### config.mk
export PLATFORM = sky130hd
export DESIGN_NAME = lenient_utf8_stream_decoder_top_flat
export DESIGN_NICKNAME = d
export VERILOG_FILES = /design/src/rtl/lutf8_pkg.sv /design/src/rtl/lutf8_if.sv /design/src/rtl/lenient_utf8_stream_decoder_top.sv /design/src/rtl/lutf8_front.sv /design/src/rtl/lutf8_queue.sv /design/src/rtl/lutf8_back.sv /design/src/flat_wrapper.sv
export SDC_FILE = /design/constraint.sdc
export NUM_CORES = 1
export LEC_CHECK = 0
export BUFFER_PORTS_ARGS = -buffer_cell sky130_fd_sc_hd__buf_4
export CAP_MARGIN = 40
export CORE_MARGIN = 3
export CORE_UTILIZATION = 50
export CTS_BUF_LIST = sky130_fd_sc_hd__clkbuf_8
export DETAILED_ROUTE_END_ITERATION = 8
export PLACE_DENSITY = 0.67
export SYNTH_ARGS = -nofsm -noshare
export SYNTH_HDL_FRONTEND = slang
export SYNTH_HIERARCHICAL = 1
export SYNTH_SLANG_ARGS = --single-unit
### constraint.sdc
create_clock -name i_clk -period 11.3 [get_ports i_clk]
set_input_delay 2.26 -clock i_clk [delete_from_list [all_inputs] [get_ports i_clk]]
set_output_delay 2.26 -clock i_clk [all_outputs]
set_load 0.01 [all_outputs]
### src/rtl/lutf8_pkg.sv
// ----------------------------------------------------------------------------
// lutf8_pkg
// shared widths, types and byte decode functions of the utf-8 stream decoder
// ----------------------------------------------------------------------------
package lutf8_pkg;

    localparam int BYTE_W     = 8;
    localparam int CP_W       = 21;
    localparam int LEN_W      = 3;
    localparam int HOLD_DEPTH = 3;
    localparam int HCNT_W     = 2;
    localparam int IDX_W      = 2;
    localparam int Q_DEPTH    = 2;
    localparam int QPTR_W     = (Q_DEPTH > 1) ? $clog2(Q_DEPTH) : 1;
    localparam int QCNT_W     = $clog2(Q_DEPTH + 1);

    typedef logic [BYTE_W-1:0] t_byte;
    typedef logic [CP_W-1:0]   t_cp;
    typedef logic [LEN_W-1:0]  t_len;
    typedef logic [HCNT_W-1:0] t_hcnt;
    typedef logic [IDX_W-1:0]  t_idx;

    localparam t_len LEN_NONE = 3'd0;
    localparam t_len LEN_1    = 3'd1;
    localparam t_len LEN_2    = 3'd2;
    localparam t_len LEN_3    = 3'd3;
    localparam t_len LEN_4    = 3'd4;

    localparam t_hcnt HCNT_IDLE = 2'd0;
    localparam t_hcnt HCNT_ONE  = 2'd1;
    localparam t_hcnt HCNT_TWO  = 2'd2;
    localparam t_hcnt HCNT_FULL = 2'd3;

    localparam t_idx IDX_0 = 2'd0;
    localparam t_idx IDX_1 = 2'd1;
    localparam t_idx IDX_2 = 2'd2;

    // one queue entry: up to three code points, last_idx marks the final one
    typedef struct packed {
        t_idx last_idx;
        t_cp  cp2;
        t_cp  cp1;
        t_cp  cp0;
    } t_cmd;

    typedef struct packed {
        logic push;
        t_cmd cmd;
    } t_q_wr;

    typedef struct packed {
        logic not_empty;
        t_cmd head;
    } t_q_rd;

    function automatic t_len f_lead_len(input t_byte b);
        t_len len;
        case (b) inside
            8'b0???????: len = LEN_1;
            8'b110?????: len = LEN_2;
            8'b1110????: len = LEN_3;
            8'b11110???: len = LEN_4;
            default:     len = LEN_NONE;
        endcase
        return len;
    endfunction

    function automatic t_cp f_raw(input t_byte b);
        return CP_W'(b);
    endfunction

    function automatic t_cp f_dec2(input t_byte b0, input t_byte b1);
        return CP_W'({b0[4:0], b1[5:0]});
    endfunction

    function automatic t_cp f_dec3(input t_byte b0, input t_byte b1, input t_byte b2);
        return CP_W'({b0[3:0], b1[5:0], b2[5:0]});
    endfunction

    function automatic t_cp f_dec4(input t_byte b0, input t_byte b1, input t_byte b2,
                                   input t_byte b3);
        return CP_W'({b0[2:0], b1[5:0], b2[5:0], b3[5:0]});
    endfunction

endpackage

### src/rtl/lutf8_if.sv
// ----------------------------------------------------------------------------
// lutf8_in_if / lutf8_out_if
// valid/ready channels for the byte items in and the code point items out
// ----------------------------------------------------------------------------
interface lutf8_in_if import lutf8_pkg::*; ();
    logic  valid;
    logic  ready;
    t_byte data_byte;
    logic  end_of_stream;

    modport source (output valid, output data_byte, output end_of_stream, input ready);
    modport sink   (input valid, input data_byte, input end_of_stream, output ready);
endinterface

interface lutf8_out_if import lutf8_pkg::*; ();
    logic valid;
    logic ready;
    t_cp  code_point;
    logic last_of_run;

    modport source (output valid, output code_point, output last_of_run, input ready);
    modport sink   (input valid, input code_point, input last_of_run, output ready);
endinterface

### src/rtl/lenient_utf8_stream_decoder_top.sv
// path: a result is registered in the queue, then in the output register, after its byte item is accepted
// throughput: one byte item per cycle while each item gives at most one result and the output is ready
// an end of stream that flushes two or three results holds the back stage until all are sent,
// so byte items that give results right after it can stall
// reset: synchronous active low, clears the pending count, queue and output valid
// ----------------------------------------------------------------------------
// lenient_utf8_stream_decoder_top
// lenient utf-8 byte stream to code point decoder
// ----------------------------------------------------------------------------
module lenient_utf8_stream_decoder_top import lutf8_pkg::*; (
    input  logic        i_clk,
    input  logic        i_rst_n,
    lutf8_in_if.sink    i_in,
    lutf8_out_if.source o_out
);

    t_q_wr w_q_wr;
    t_q_rd w_q_rd;
    logic  w_q_full;
    logic  w_pop;

    lutf8_front u_front (
        .i_clk    (i_clk),
        .i_rst_n  (i_rst_n),
        .i_in     (i_in),
        .i_q_full (w_q_full),
        .o_q_wr   (w_q_wr)
    );

    lutf8_queue u_queue (
        .i_clk   (i_clk),
        .i_rst_n (i_rst_n),
        .i_q_wr  (w_q_wr),
        .i_pop   (w_pop),
        .o_full  (w_q_full),
        .o_q_rd  (w_q_rd)
    );

    lutf8_back u_back (
        .i_clk   (i_clk),
        .i_rst_n (i_rst_n),
        .i_q_rd  (w_q_rd),
        .o_pop   (w_pop),
        .o_out   (o_out)
    );

endmodule

### src/rtl/lutf8_front.sv
// ----------------------------------------------------------------------------
// lutf8_front
// accepts byte items, tracks the pending sequence and builds result commands
// ----------------------------------------------------------------------------
module lutf8_front import lutf8_pkg::*; (
    input  logic            i_clk,
    input  logic            i_rst_n,
    lutf8_in_if.sink        i_in,
    input  logic            i_q_full,
    output t_q_wr           o_q_wr
);

    t_byte r_held [HOLD_DEPTH];
    t_hcnt r_held_cnt;
    t_hcnt n_held_cnt;
    t_len  r_exp_len;
    t_len  n_exp_len;

    logic  w_accept;
    t_len  w_lead_len;
    logic  w_hold_we;
    t_hcnt w_hold_idx;
    t_q_wr w_q_wr;

    assign i_in.ready = !i_q_full;
    assign w_accept   = i_in.valid && !i_q_full;
    assign w_lead_len = f_lead_len(i_in.data_byte);
    assign o_q_wr     = w_q_wr;

    always_comb begin
        n_held_cnt          = r_held_cnt;
        n_exp_len           = r_exp_len;
        w_hold_we           = 1'b0;
        w_hold_idx          = r_held_cnt;
        w_q_wr.push         = 1'b0;
        w_q_wr.cmd.last_idx = IDX_0;
        w_q_wr.cmd.cp0      = f_raw(i_in.data_byte);
        w_q_wr.cmd.cp1      = f_raw(r_held[1]);
        w_q_wr.cmd.cp2      = f_raw(r_held[2]);
        if (w_accept) begin
            if (i_in.end_of_stream) begin
                // flush: lead alone, rest decoded again
                w_q_wr.cmd.cp0 = f_raw(r_held[0]);
                case (r_held_cnt)
                    HCNT_IDLE: begin
                        w_q_wr.push = 1'b0;
                    end
                    HCNT_ONE: begin
                        w_q_wr.push = 1'b1;
                    end
                    HCNT_TWO: begin
                        w_q_wr.push         = 1'b1;
                        w_q_wr.cmd.last_idx = IDX_1;
                    end
                    default: begin
                        w_q_wr.push = 1'b1;
                        if (f_lead_len(r_held[1]) == LEN_2) begin
                            w_q_wr.cmd.cp1      = f_dec2(r_held[1], r_held[2]);
                            w_q_wr.cmd.last_idx = IDX_1;
                        end else begin
                            w_q_wr.cmd.last_idx = IDX_2;
                        end
                    end
                endcase
                n_held_cnt = HCNT_IDLE;
                n_exp_len  = LEN_NONE;
            end else if (r_held_cnt == HCNT_IDLE) begin
                if (w_lead_len == LEN_NONE || w_lead_len == LEN_1) begin
                    w_q_wr.push = 1'b1;
                end else begin
                    w_hold_we  = 1'b1;
                    n_held_cnt = HCNT_ONE;
                    n_exp_len  = w_lead_len;
                end
            end else if (LEN_W'(r_held_cnt) + LEN_W'(1) == r_exp_len) begin
                w_q_wr.push = 1'b1;
                case (r_exp_len)
                    LEN_2:   w_q_wr.cmd.cp0 = f_dec2(r_held[0], i_in.data_byte);
                    LEN_3:   w_q_wr.cmd.cp0 = f_dec3(r_held[0], r_held[1], i_in.data_byte);
                    default: w_q_wr.cmd.cp0 = f_dec4(r_held[0], r_held[1], r_held[2],
                                                     i_in.data_byte);
                endcase
                n_held_cnt = HCNT_IDLE;
                n_exp_len  = LEN_NONE;
            end else begin
                w_hold_we  = 1'b1;
                n_held_cnt = r_held_cnt + HCNT_ONE;
            end
        end
    end

    always_ff @(posedge i_clk) begin
        if (!i_rst_n) begin
            r_held_cnt <= HCNT_IDLE;
            r_exp_len  <= LEN_NONE;
        end else begin
            r_held_cnt <= n_held_cnt;
            r_exp_len  <= n_exp_len;
        end
    end

    always_ff @(posedge i_clk) begin
        if (w_hold_we) begin
            r_held[w_hold_idx] <= i_in.data_byte;
        end
    end

    assert property (@(posedge i_clk) disable iff (!i_rst_n)
        (r_held_cnt != HCNT_IDLE) |-> (LEN_W'(r_held_cnt) < r_exp_len))
        else $error("held count not below expected length");

    assert property (@(posedge i_clk) disable iff (!i_rst_n)
        (w_accept && i_in.end_of_stream) |=> (r_held_cnt == HCNT_IDLE))
        else $error("decoder not idle after end of stream");

endmodule

### src/rtl/lutf8_queue.sv
// ----------------------------------------------------------------------------
// lutf8_queue
// short command queue between the front and back parts
// ----------------------------------------------------------------------------
module lutf8_queue import lutf8_pkg::*; (
    input  logic  i_clk,
    input  logic  i_rst_n,
    input  t_q_wr i_q_wr,
    input  logic  i_pop,
    output logic  o_full,
    output t_q_rd o_q_rd
);

    t_cmd              r_mem [Q_DEPTH];
    logic [QPTR_W-1:0] r_wr_ptr;
    logic [QPTR_W-1:0] r_rd_ptr;
    logic [QCNT_W-1:0] r_cnt;
    logic [QCNT_W-1:0] n_cnt;
    logic              w_push;
    logic              w_pop;

    assign o_full           = (r_cnt == QCNT_W'(Q_DEPTH));
    assign o_q_rd.not_empty = (r_cnt != '0);
    assign o_q_rd.head      = r_mem[r_rd_ptr];
    assign w_push           = i_q_wr.push && !o_full;
    assign w_pop            = i_pop && o_q_rd.not_empty;

    function automatic logic [QPTR_W-1:0] f_next(input logic [QPTR_W-1:0] p);
        return (p == QPTR_W'(Q_DEPTH - 1)) ? '0 : p + QPTR_W'(1);
    endfunction

    always_comb begin
        n_cnt = r_cnt;
        if (w_push && !w_pop) begin
            n_cnt = r_cnt + QCNT_W'(1);
        end else if (!w_push && w_pop) begin
            n_cnt = r_cnt - QCNT_W'(1);
        end
    end

    always_ff @(posedge i_clk) begin
        if (!i_rst_n) begin
            r_wr_ptr <= '0;
            r_rd_ptr <= '0;
            r_cnt    <= '0;
        end else begin
            r_cnt <= n_cnt;
            if (w_push) begin
                r_wr_ptr <= f_next(r_wr_ptr);
            end
            if (w_pop) begin
                r_rd_ptr <= f_next(r_rd_ptr);
            end
        end
    end

    always_ff @(posedge i_clk) begin
        if (w_push) begin
            r_mem[r_wr_ptr] <= i_q_wr.cmd;
        end
    end

    assert property (@(posedge i_clk) disable iff (!i_rst_n)
        i_q_wr.push |-> !o_full)
        else $error("command pushed into full queue");

    assert property (@(posedge i_clk) disable iff (!i_rst_n)
        r_cnt <= QCNT_W'(Q_DEPTH))
        else $error("queue count out of range");

endmodule

### src/rtl/lutf8_back.sv
// ----------------------------------------------------------------------------
// lutf8_back
// expands queued commands into code point items through an output register
// ----------------------------------------------------------------------------
module lutf8_back import lutf8_pkg::*; (
    input  logic       i_clk,
    input  logic       i_rst_n,
    input  t_q_rd      i_q_rd,
    output logic       o_pop,
    lutf8_out_if.source o_out
);

    logic r_valid;
    t_cp  r_cp;
    logic r_last;
    t_idx r_idx;
    t_cp  w_cp;
    logic w_is_last;
    logic w_load;

    assign w_load          = i_q_rd.not_empty && (!r_valid || o_out.ready);
    assign w_is_last       = (r_idx == i_q_rd.head.last_idx);
    assign o_pop           = w_load && w_is_last;
    assign o_out.valid     = r_valid;
    assign o_out.code_point = r_cp;
    assign o_out.last_of_run = r_last;

    always_comb begin
        case (r_idx)
            IDX_0:   w_cp = i_q_rd.head.cp0;
            IDX_1:   w_cp = i_q_rd.head.cp1;
            default: w_cp = i_q_rd.head.cp2;
        endcase
    end

    always_ff @(posedge i_clk) begin
        if (!i_rst_n) begin
            r_valid <= 1'b0;
            r_idx   <= IDX_0;
        end else begin
            if (w_load) begin
                r_valid <= 1'b1;
                r_idx   <= w_is_last ? IDX_0 : r_idx + IDX_1;
            end else if (o_out.ready) begin
                r_valid <= 1'b0;
            end
        end
    end

    always_ff @(posedge i_clk) begin
        if (w_load) begin
            r_cp   <= w_cp;
            r_last <= w_is_last;
        end
    end

    assert property (@(posedge i_clk) disable iff (!i_rst_n)
        i_q_rd.not_empty |-> (r_idx <= i_q_rd.head.last_idx))
        else $error("result index past end of command");

endmodule
### src/flat_wrapper.sv
// flat-port wrapper written by rule: the top's interface ports become plain ports
module lenient_utf8_stream_decoder_top_flat import lutf8_pkg::*;
  (i_clk, i_rst_n, i_in_valid, i_in_data_byte, i_in_end_of_stream, i_in_ready, o_out_valid, o_out_code_point, o_out_last_of_run, o_out_ready);
  lutf8_in_if i_in_i ();
  lutf8_out_if o_out_i ();
  input  logic i_clk;
  input  logic i_rst_n;
  input wire logic [$bits(i_in_i.valid)-1:0] i_in_valid;
  input wire logic [$bits(i_in_i.data_byte)-1:0] i_in_data_byte;
  input wire logic [$bits(i_in_i.end_of_stream)-1:0] i_in_end_of_stream;
  output wire logic [$bits(i_in_i.ready)-1:0] i_in_ready;
  output wire logic [$bits(o_out_i.valid)-1:0] o_out_valid;
  output wire logic [$bits(o_out_i.code_point)-1:0] o_out_code_point;
  output wire logic [$bits(o_out_i.last_of_run)-1:0] o_out_last_of_run;
  input wire logic [$bits(o_out_i.ready)-1:0] o_out_ready;
  assign i_in_i.valid = i_in_valid;
  assign i_in_i.data_byte = i_in_data_byte;
  assign i_in_i.end_of_stream = i_in_end_of_stream;
  assign i_in_ready = i_in_i.ready;
  assign o_out_valid = o_out_i.valid;
  assign o_out_code_point = o_out_i.code_point;
  assign o_out_last_of_run = o_out_i.last_of_run;
  assign o_out_i.ready = o_out_ready;
  lenient_utf8_stream_decoder_top u_core (.i_clk(i_clk), .i_rst_n(i_rst_n), .i_in(i_in_i), .o_out(o_out_i));
endmodule
==> results by group, run 1 <==
Status
  • Status: finished, final reports clean

Critical path
  • Crit-path leading delay family: buffers and inverters
  • Cell with the largest stage delay on the worst path: a311oi_1
  • CP Cell Sequence: buf_4 -> nand3_1 -> a311oi_1 -> o21a_1 -> inv_1 -> nor3_4 -> buf_4 -> buf_16
  • CP dominant cell by count: buf_4
  • Setup crit start kind: primary input
  • Critical path peak fanout: 46
  • CP Data Arrival Time: 4.10 ns
  • Crit path kind: in -> reg
  • Max incr delay on CP: 0.48 ns
  • FF-to-FF Start: u_core/u_front/r_held_cnt[0]
  • Launch point of the worst path: i_in_data_byte[3]
  • Worst Setup End Kind: register
  • Worst path bufs/invs: 4
  • WP data required: 11.45 ns

Detailed routing
  • Routed len/inst: 17.8 um
  • Vias: 4192
  • Post-route ant nets: 0
  • Remaining DRCs: 0
  • Pre-Repair DR Iteration Count: 5
  • Final wirelength: 14000 um
  • Vias per std cell: 5.33
  • DR iter-0 viols: 272

Final layout
  • # diodes: 0
  • Filler Cells Inserted: 1216
  • Area delta synth->final: 11.4%
  • Post-Layout Cell Count: 787
  • Nets: 583
  • Post-layout util: 57.8%
  • Layout cells sized above 1: 28.5%

Die
  • Row count: 45
  • Die height: 133 um
  • Die area: 0.0176 sq mm
  • IO Pins: 37
  • Die W: 133 um
  • Initial Util: 51.9%
  • Core area: 0.0155 sq mm

Global routing
  • Vias in the first global route: 4325
  • Global-route wire length before repair: 22500 um
  • Total GRT Usage: 16.7%
  • Largest net degree at the start of global routing: 55
  • GR Overflow Total: 0
  • Antenna violations before repair: 0

Clock tree
  • Clk buf depth: 2
  • CTS sink cnt: 189
  • Hold_buf cts: 0
  • Setup bufs post-CTS: 0
  • Post-cts resize count: 0
  • Clock Pin Slew Worst Setup and Hold Paths: 0.09 ns
  • Clk Latency, worst-skew pair: 0.46 ns
  • TritonCTS Buffers: 17
  • CTS root buf: clkbuf_8
  • H-tree Lvls: 4
  • TritonCTS clock tree: done

Pwr
  • P_leak: 3.10 nW
  • Total power: 1.73 mW
  • Max VDD drop: 104 uV
  • PwrDens: 193 mW/mm^2

Placed design
  • Port Buffers: 36
  • Placed Cells incl. Taps: 755
  • Post-DP HPWL: 8740 um
  • Final Wtd Congestion: 0.857

Synthesis
  • Complex-gate fraction of the synthesized area: 5.45%
  • Multiplexer share of the synthesized area: 11.8%
  • Netlist Area Pre-Place: 0.00803 sq mm
  • FF+latch count, synth: 189
  • Post-synth top area share: 65.8%
  • Synthesized area per cell: 15.5 sq um
  • Post-Synth XOR/XNOR Area: 0.966%
  • Area leader, netlist: edfxtp_1
  • Warning count from the yosys run: 6
  • Post-synthesis simple-gate area fraction: 7.18%
  • Synth cell types: 53
  • Main combinational cell family by area after synthesis: multiplexers
  • Sequential-to-total area share from yosys stat: 69.0%
  • Post-Syn Instances: 517
  • Synth Area in Adders: 1.09%
  • Area contributors post-synth: edfxtp_1 66%, mux2_2 11%, dfxtp_1 3.2%

STA
  • Period utilization: 35.0%
  • Final max-slew violation count: 0
  • Worst clock skew: 0.0113 ns
  • Worst rel slew slack: 42.5%
  • RSZ-0062 raised after global routing: false
  • Sum Neg Setup Slack: 0 ns
  • Timing-limited maximum frequency: 253 MHz
  • Least-Margin Pin Slew: 0.861 ns
  • Fin crit period: 3.96 ns
  • Hold Vio Cnt, Final: 0
  • Setup violations, final: 0

Flow run
  • Number of max-cap violations: 0

Worst hold path
  • Start point of the worst hold path: u_core/u_front/r_held[2][7]
  • Classification of the worst-slack hold path: reg -> reg
worst reg2reg max path: stages, from the launching register on:
cell and delay, ns:
dfxtp_1 0.47, inv_1 0.14, ha_1 0.34, xnor2_1 0.39, a31oi_1 0.15, nor2_1 0.11
o21a_1 0.16, inv_1 0.09, nor3_4 0.15, buf_4 0.34, buf_16 0.29
stage by stage:
step	cell area [sq um]	hold slack [ns]	worst slack (ns)
6_report	8940	0.482	7.34
3_5_place_dp	8480	0.468	6.86
2_1_floorplan	8110	0.421	5.24
3_3_place_gp	8400	0.483	6.74
5_1_grt	8940	0.503	7.21
4_1_cts	8940	0.488	7.36
layout make-up:
| cell class | count | area (sq um) | area share (%) |
|---|---|---|---|
| sequential | 189 | 5550 | 62.0 |
| timing repair buffer | 46 | 405 | 4.53 |
| inverter | 13 | 48.8 | 0.546 |
| multi-input combinational | 296 | 2220 | 24.8 |
| clock inverter | 15 | 225 | 2.52 |
| tap | 211 | 264 | 2.95 |
| clock buffer | 17 | 234 | 2.62 |
flip-flops by register name (all words and copies together) (netlist names), named ones only:
name,count
u_core/u_queue/r_rd_ptr,1
u_core/u_queue/r_mem,130
u_core/u_back/r_idx,2
u_core/u_front/r_exp_len,3
u_core/u_queue/r_cnt,2
u_core/u_back/o_out.last_of_run,1
u_core/u_front/r_held,24
u_core/u_queue/r_wr_ptr,1
u_core/u_back/o_out.valid,1
u_core/u_back/o_out.code_point,21
u_core/u_front/r_held_cnt,2
Yosys cell counts (all sizes together):
library cell,number
mux2,76
nor4b,1
a21boi,3
nor3b,2
nand4,4
o2111ai,2
xnor2,4
or3,2
o21a,3
nand2b,4
a31oi,2
xor2,4
buf,39
a211oi,3
o21ai,5
or2,1
nor2b,4
and2,13
o31ai,1
clkbuf,2
and4,2
a311oi,2
a21o,1
edfxtp,176
inv,13
a22oi,21
ha,7
dfxtp,13
nand3,8
a21oi,6
nand2,57
o311a,3
conb,1
o41a,1
o211a,1
or2b,1
o22ai,2
o22a,2
mux2i,9
nor3,1
and3,1
nor2,14
worst paths after layout:
kind	depth (start not counted)	endpoint	slack (ns)
min	0	u_core/u_queue/r_mem[0][49]	0.48
min reg2reg	0	u_core/u_queue/r_mem[0][49]	0.48
max	8	u_core/u_queue/r_mem[0][19]	7.34
max reg2reg	10	u_core/u_queue/r_mem[0][19]	8.35
per-layer routing:
| metal | track usage, % | up-vias | routed length [um] |
|---|---|---|---|
| met1 | 21.4 | 2077 | 6160 |
| met2 | 27.5 | 110 | 6990 |
| met3 | 4.26 | 13 | 636 |
| met4 | 6.47 | 0 | 222 |
| li1 | - | 1992 | - |
| met5 | 0 | - | 0 |
power breakdown:
part,internal (mW),switching [mW]
combinational,0.135,0.195
sequential,0.867,0.0251
clock,0.281,0.223
total,1.28,0.444
kinds of logic after synthesis:
kind of cell    after synthesis
compound gates               58
fa+ha+maj                     7
flops                       189
other cells                   1
simple gates                115
buf+inv                      54
xor+xnor                      8
mux                          85
cells in the final DEF, fill, tap and decap left out, types with 4 or more instances in the layout:
| cell type | synthesis | layout |
|---|---|---|
| a21oi_1 | 6 | 6 |
| a22oi_1 | 21 | 21 |
| and2_1 | 13 | 13 |
| buf_4 | 27 | 43 |
| bufinv_16 | 0 | 6 |
| clkbuf_8 | 0 | 17 |
| clkinv_1 | 0 | 4 |
| conb_1 | 1 | 23 |
| dfxtp_1 | 13 | 12 |
| edfxtp_1 | 176 | 176 |
| ha_1 | 7 | 7 |
| inv_1 | 12 | 12 |
| mux2_2 | 76 | 76 |
| mux2i_1 | 9 | 9 |
| nand2_1 | 57 | 57 |
| nand3_1 | 8 | 8 |
| nor2_1 | 12 | 12 |
| o21ai_0 | 4 | 4 |
| xnor2_1 | 4 | 4 |
No activity file was read; power rests on OpenSTA's default activity.
==> run 2: changes to the inputs <==
--- a/config.mk
+++ b/config.mk
@@ -11,7 +11,7 @@
 export CORE_UTILIZATION = 50
 export CTS_BUF_LIST = sky130_fd_sc_hd__clkbuf_8
 export DETAILED_ROUTE_END_ITERATION = 8
-export PLACE_DENSITY = 0.67
+export PLACE_DENSITY = 0.7
 export SYNTH_ARGS = -nofsm -noshare
 export SYNTH_HDL_FRONTEND = slang
 export SYNTH_HIERARCHICAL = 1
==> constraint.sdc (replaced) <==
create_clock -name i_clk -period 3.3 [get_ports i_clk]
set_input_delay 0.66 -clock i_clk [delete_from_list [all_inputs] [get_ports i_clk]]
set_output_delay 0.66 -clock i_clk [all_outputs]
set_load 0.01 [all_outputs]
==> run 2 against run 1 <==
  * Sequential cell count did not move
  * Combinational power increased to 3.5 times the previous value
  * Clock power grew to 2.9 times the previous value
  * Routed wire length is 0.11% higher
  * Hold slack lost 0.060 ns
  * Worst setup slack worse by 6.6 ns
  * Final cell count up 0.38%
  * Register-to-register slack got worse by 7.6 ns
  * First-iteration DRC count is 5.1% higher
  * Sequential share of layout area grew 0.10 points
==> results by group, run 2 (same netlist as run 1, synthesis figures left out) <==
Status
  • Status: finished, final reports clean

Detailed routing
  • Vias: 4159
  • Vias per std cell: 5.26
  • DR iter-0 viols: 286
  • Final wirelength: 14000 um
  • Post-route ant nets: 0
  • Routed len/inst: 17.8 um
  • Pre-Repair DR Iteration Count: 5
  • Remaining DRCs: 0

Worst hold path
  • Classification of the worst-slack hold path: in -> reg
  • Start point of the worst hold path: i_in_data_byte[1]
  • Hold depth: 1
  • Hold EP: u_core/u_front/r_held[0][1]

Critical path
  • FF-to-FF Start: u_core/u_front/r_held_cnt[0]
  • CP Data Arrival Time: 2.74 ns
  • WP data required: 3.46 ns
  • Worst R2R Path Depth: 8
  • Worst Setup End Kind: register
  • Setup crit start kind: register
  • Critical path peak fanout: 21
  • R2R Setup Slk: 0.72 ns
  • Crit path kind: reg -> reg
  • FF-to-FF End: u_core/u_queue/r_mem[0][61]

STA
  • Least-Margin Pin Slew: 0.858 ns
  • Final max-slew violation count: 0
  • Hold Vio Cnt, Final: 0
  • Timing-limited maximum frequency: 388 MHz
  • Worst rel slew slack: 42.7%
  • RSZ-0062 raised after global routing: false
  • Sum Neg Setup Slack: 0 ns
  • Fin worst setup slack: 0.720 ns
  • Fin crit period: 2.58 ns
  • Worst clock skew: 0.0128 ns
  • Setup violations, final: 0
  • Period utilization: 78.2%

Final layout
  • Area of the multi-input gates: 0.00226 sq mm
  • Layout cells sized above 1: 29.9%
  • Post-layout util: 57.7%
  • Nets: 586
  • Largest register FFs: 130
  • Largest Register: u_core/u_queue/r_mem
  • # diodes: 0
  • Filler Cells Inserted: 1202
  • Most frequent cells in the layout: 176 x edfxtp_1, 76 x mux2_2, 57 x nand2_1, 44 x buf_4, 23 x conb_1
  • Sequential Area: 0.00555 sq mm
  • Area delta synth->final: 11.2%
  • Most common cell after layout, fill and taps aside: edfxtp_1

Die
  • Initial Util: 51.9%
  • Die area: 0.0176 sq mm
  • Row count: 45
  • Die W: 133 um
  • Die height: 133 um
  • IO Pins: 37
  • Core area: 0.0155 sq mm

Clock tree
  • Hold_buf cts: 0
  • TritonCTS clock tree: done
  • Post-cts resize count: 0
  • H-tree Lvls: 4
  • CTS sink cnt: 189
  • Clock Pin Slew Worst Setup and Hold Paths: 0.09 ns
  • CTS root buf: clkbuf_8
  • Clk Latency, worst-skew pair: 0.45 ns
  • TritonCTS Buffers: 17
  • Clk buf depth: 2
  • Setup bufs post-CTS: 0

Global routing
  • Global-route wire length before repair: 22600 um
  • Antenna violations before repair: 0
  • Total GRT Usage: 16.7%
  • Vias in the first global route: 4241
  • GR Overflow Total: 0
  • Largest net degree at the start of global routing: 66

Placed design
  • Dpl ws: 0.674 ns
  • Port Buffers: 36
  • Final Wtd Congestion: 0.796
  • Post-DP HPWL: 9080 um

Flow run
  • Number of max-cap violations: 0

Pwr
  • P_leak: 3.10 nW
  • Max VDD drop: 287 uV
  • PwrDens: 636 mW/mm^2
  • Total power: 5.68 mW
run 2: cell types whose count changed in the layout (fill, tap and decap cells not counted), sizes merged:
cell | before | now
buf | 46 | 49
bufinv | 6 | 2
inv | 13 | 19
clkinvlp | 2 | 0
run 2: worst max-delay path, stage by stage, from the launching register on:
cell and delay, ns:
dfxtp_2 0.37, ha_1 0.26, xnor2_1 0.39, a31oi_1 0.13, nor2_1 0.11, o21a_1 0.14, inv_1 0.08, nor3_4 0.52
buf_12 0.25
run 2: how the worst max path moves through the flow:
stage,slack (ns),endpoint,from
CTS,0.74,u_core/u_queue/r_mem[0][9],u_core/u_front/r_held_cnt[0]
detailed placement,0.67,u_core/u_queue/r_mem[0][19],i_in_data_byte[4]
floorplan,0.007,u_core/u_queue/r_mem[0][0],u_core/u_front/r_held_cnt[0]
global route,0.59,u_core/u_queue/r_mem[0][9],u_core/u_front/r_held_cnt[0]
global placement,0.68,u_core/u_queue/r_mem[0][15],i_in_data_byte[4]
finish,0.72,u_core/u_queue/r_mem[0][61],u_core/u_front/r_held_cnt[0]
run 2: area by class of cell:
type	instances	share of cell area [%]
Clock buffer	17	2.62
Clock inverter	15	1.67
Inverter	13	0.546
Multi-Input combinational cell	296	25.3
Sequential cell	189	62.1
Tap cell	211	2.96
Timing Repair Buffer	49	4.82
run 2: through the flow:
step	cell area (sq um)	hold slack [ns]	cells
detailed placement	8550	0.440	758
global placement	8550	0.465	758
CTS	8930	0.388	790
global route	8930	0.381	790
finish	8930	0.422	790
floorplan	8160	0.421	539
run 2: power by group:
group | internal, mW | leakage (nW) | switching [mW]
clock network | 0.672 | 0.208 | 0.786
logic | 0.492 | 1.20 | 0.677
registers | 2.97 | 1.69 | 0.0819
total | 4.13 | 3.10 | 1.54
run 2: layer usage:
| metal | vias to the layer above | share of wire (%) | global-route usage [%] |
|---|---|---|---|
| li1 | 1993 | - | - |
| met1 | 2058 | 45 | 22.1 |
| met2 | 86 | 49 | 27.4 |
| met3 | 22 | 3.9 | 3.50 |
| met4 | 0 | 1.8 | 6.06 |
| met5 | - | 0 | 0 |
==> run 3: changes to the inputs <==
--- a/config.mk
+++ b/config.mk
@@ -11,7 +11,7 @@
 export CORE_UTILIZATION = 50
 export CTS_BUF_LIST = sky130_fd_sc_hd__clkbuf_8
 export DETAILED_ROUTE_END_ITERATION = 8
-export PLACE_DENSITY = 0.7
+export PLACE_DENSITY = 0.67
 export SYNTH_ARGS = -nofsm -noshare
 export SYNTH_HDL_FRONTEND = slang
 export SYNTH_HIERARCHICAL = 1
==> constraint.sdc (replaced) <==
create_clock -name i_clk -period 2.5 [get_ports i_clk]
set_input_delay 0.5 -clock i_clk [delete_from_list [all_inputs] [get_ports i_clk]]
set_output_delay 0.5 -clock i_clk [all_outputs]
set_load 0.01 [all_outputs]
==> run 3 against run 2 <==
  * Clock skew is 0.0037 ns higher
  * Worst setup slack worse by 0.53 ns
  * Routed wire length is 2.6% higher
  * Die area stayed put
  * Clock power is 46% higher
  * Sequential power is 32% higher
  * First-iteration DRC count is 17% lower
  * Register-to-register slack worse by 0.53 ns
  * Highest routed layer unchanged
==> results by group, run 3 (same netlist as run 1, synthesis figures left out) <==
Status
  • Status: finished, final reports clean

STA
  • Worst rel slew slack: 42.8%
  • Final max-slew violation count: 0
  • Worst clock skew: 0.0165 ns
  • Sum Neg Setup Slack: 0 ns
  • Least-Margin Pin Slew: 0.858 ns
  • Fin crit period: 2.31 ns
  • Hold Vio Cnt, Final: 0
  • Setup violations, final: 0
  • RSZ-0062 raised after global routing: false
  • Period utilization: 92.4%
  • Timing-limited maximum frequency: 433 MHz

Critical path
  • Launch point of the worst path: u_core/u_front/r_held_cnt[0]
  • Worst setup endpoint: u_core/u_queue/r_cnt[1]
  • CP Data Arrival Time: 2.71 ns
  • Worst Setup End Kind: register
  • Critical path peak fanout: 6
  • FF-to-FF Start: u_core/u_front/r_held_cnt[0]
  • R2R Setup Slk: 0.19 ns
  • Setup crit start kind: register
  • WP data required: 2.90 ns
  • Worst R2R Path Depth: 10
  • Crit path kind: reg -> reg
  • FF-to-FF End: u_core/u_queue/r_cnt[1]

Final layout
  • Filler Cells Inserted: 1253
  • Most frequent cells in the layout: 176 x edfxtp_1, 76 x mux2_2, 57 x nand2_1, 48 x buf_4, 23 x conb_1
  • Most common cell after layout, fill and taps aside: edfxtp_1
  • Sequential Area: 0.00555 sq mm
  • Area delta synth->final: 11.8%
  • Layout cells sized above 1: 31.5%
  • # diodes: 0
  • Largest register FFs: 130
  • Nets: 588
  • Largest Register: u_core/u_queue/r_mem
  • Area of the multi-input gates: 0.00227 sq mm

Die
  • IO Pins: 37
  • Die area: 0.0176 sq mm
  • Core area: 0.0155 sq mm
  • Initial Util: 51.9%
  • Row count: 45
  • Die W: 133 um
  • Die height: 133 um

Clock tree
  • CTS sink cnt: 189
  • Setup bufs post-CTS: 0
  • H-tree Lvls: 4
  • TritonCTS Buffers: 17
  • Hold_buf cts: 0
  • TritonCTS clock tree: done
  • Clk buf depth: 2
  • Clk Latency, worst-skew pair: 0.46 ns
  • Clock Pin Slew Worst Setup and Hold Paths: 0.10 ns
  • Post-cts resize count: 0
  • CTS root buf: clkbuf_8

Placed design
  • Post-DP HPWL: 8860 um
  • Final Wtd Congestion: 0.879
  • Port Buffers: 36

Global routing
  • GR Overflow Total: 0
  • Vias in the first global route: 4333
  • Largest net degree at the start of global routing: 67
  • Antenna violations before repair: 0
  • Global-route wire length before repair: 23000 um
  • Total GRT Usage: 17.0%

Detailed routing
  • Remaining DRCs: 0
  • Vias: 4150
  • Routed len/inst: 18.2 um
  • Final wirelength: 14400 um
  • DR iter-0 viols: 236
  • Post-route ant nets: 0
  • Vias per std cell: 5.24
  • Pre-Repair DR Iteration Count: 5

Worst hold path
  • Classification of the worst-slack hold path: in -> reg

Pwr
  • P_leak: 3.11 nW
  • PwrDens: 858 mW/mm^2
  • Max VDD drop: 528 uV
  • Total power: 7.71 mW

Flow run
  • Number of max-cap violations: 0
[run 3: changes by cell type in the layout (fill, tap and decap cells not counted), sizes merged]
cell      previous run  this run
inv                 19        15
clkinv               7         6
bufinv               2         4
buf                 49        51
clkinvlp             0         3
[run 3: critical path, cell delays in order, from the launching register on]
cell	delay (ns)
dfxtp_4	0.39
inv_4	0.07
ha_4	0.16
inv_1	0.08
a311oi_2	0.38
o21a_1	0.24
inv_2	0.07
nor2_1	0.11
ha_1	0.26
or3_1	0.36
a21boi_1	0.14
[run 3: final cells by class]
type                       instances  share of cell area, %
tap                              211                   2.94
sequential                       189                   61.8
inverter                          13                  0.571
clock buffer                      17                   2.60
timing repair buffer              51                   4.68
multi-input combinational        296                   25.2
clock inverter                    15                   2.16
[run 3: worst min path at each step]
stage	end	startpoint	depth (start not counted)
floorplan	u_core/u_queue/r_mem[0][48]	u_core/u_front/r_held[2][6]	0
global placement	u_core/u_queue/r_mem[1][49]	u_core/u_front/r_held[2][7]	0
global route	u_core/u_front/r_held[2][2]	i_in_data_byte[2]	1
finish	u_core/u_front/r_held[2][2]	i_in_data_byte[2]	1
detailed placement	u_core/u_queue/r_mem[0][48]	u_core/u_front/r_held[2][6]	0
CTS	u_core/u_front/r_held[1][3]	i_in_data_byte[3]	1
[run 3: power breakdown]
part | leakage, nW | internal (mW) | switching (mW)
Clock | 0.212 | 1.09 | 1.05
Combinational | 1.20 | 0.627 | 0.912
Sequential | 1.70 | 3.92 | 0.116
[run 3: stage by stage]
stage | hold WS, ns | setup WS (ns) | instance area (sq um) | std cells | utilization [%]
final | 0.255 | 0.190 | 8980 | 792 | 58.0
after global routing | 0.228 | 0.0835 | 8980 | 792 | 58.0
after CTS | 0.223 | 0.181 | 8980 | 792 | 58.0
after detailed placement | 0.440 | 0.105 | 8550 | 760 | 55.2
after global placement | 0.434 | 0.140 | 8550 | 760 | 55.2
after floorplan | 0.421 | -0.703 | 8180 | 539 | -
[run 3: per-layer routing]
metal	track usage, %	wire length [um]	vias to the layer above
li1	-	-	1997
met1	22.6	6430	2058
met2	27.7	7230	82
met3	3.61	586	13
met4	6.35	126	0
met5	0	0	-
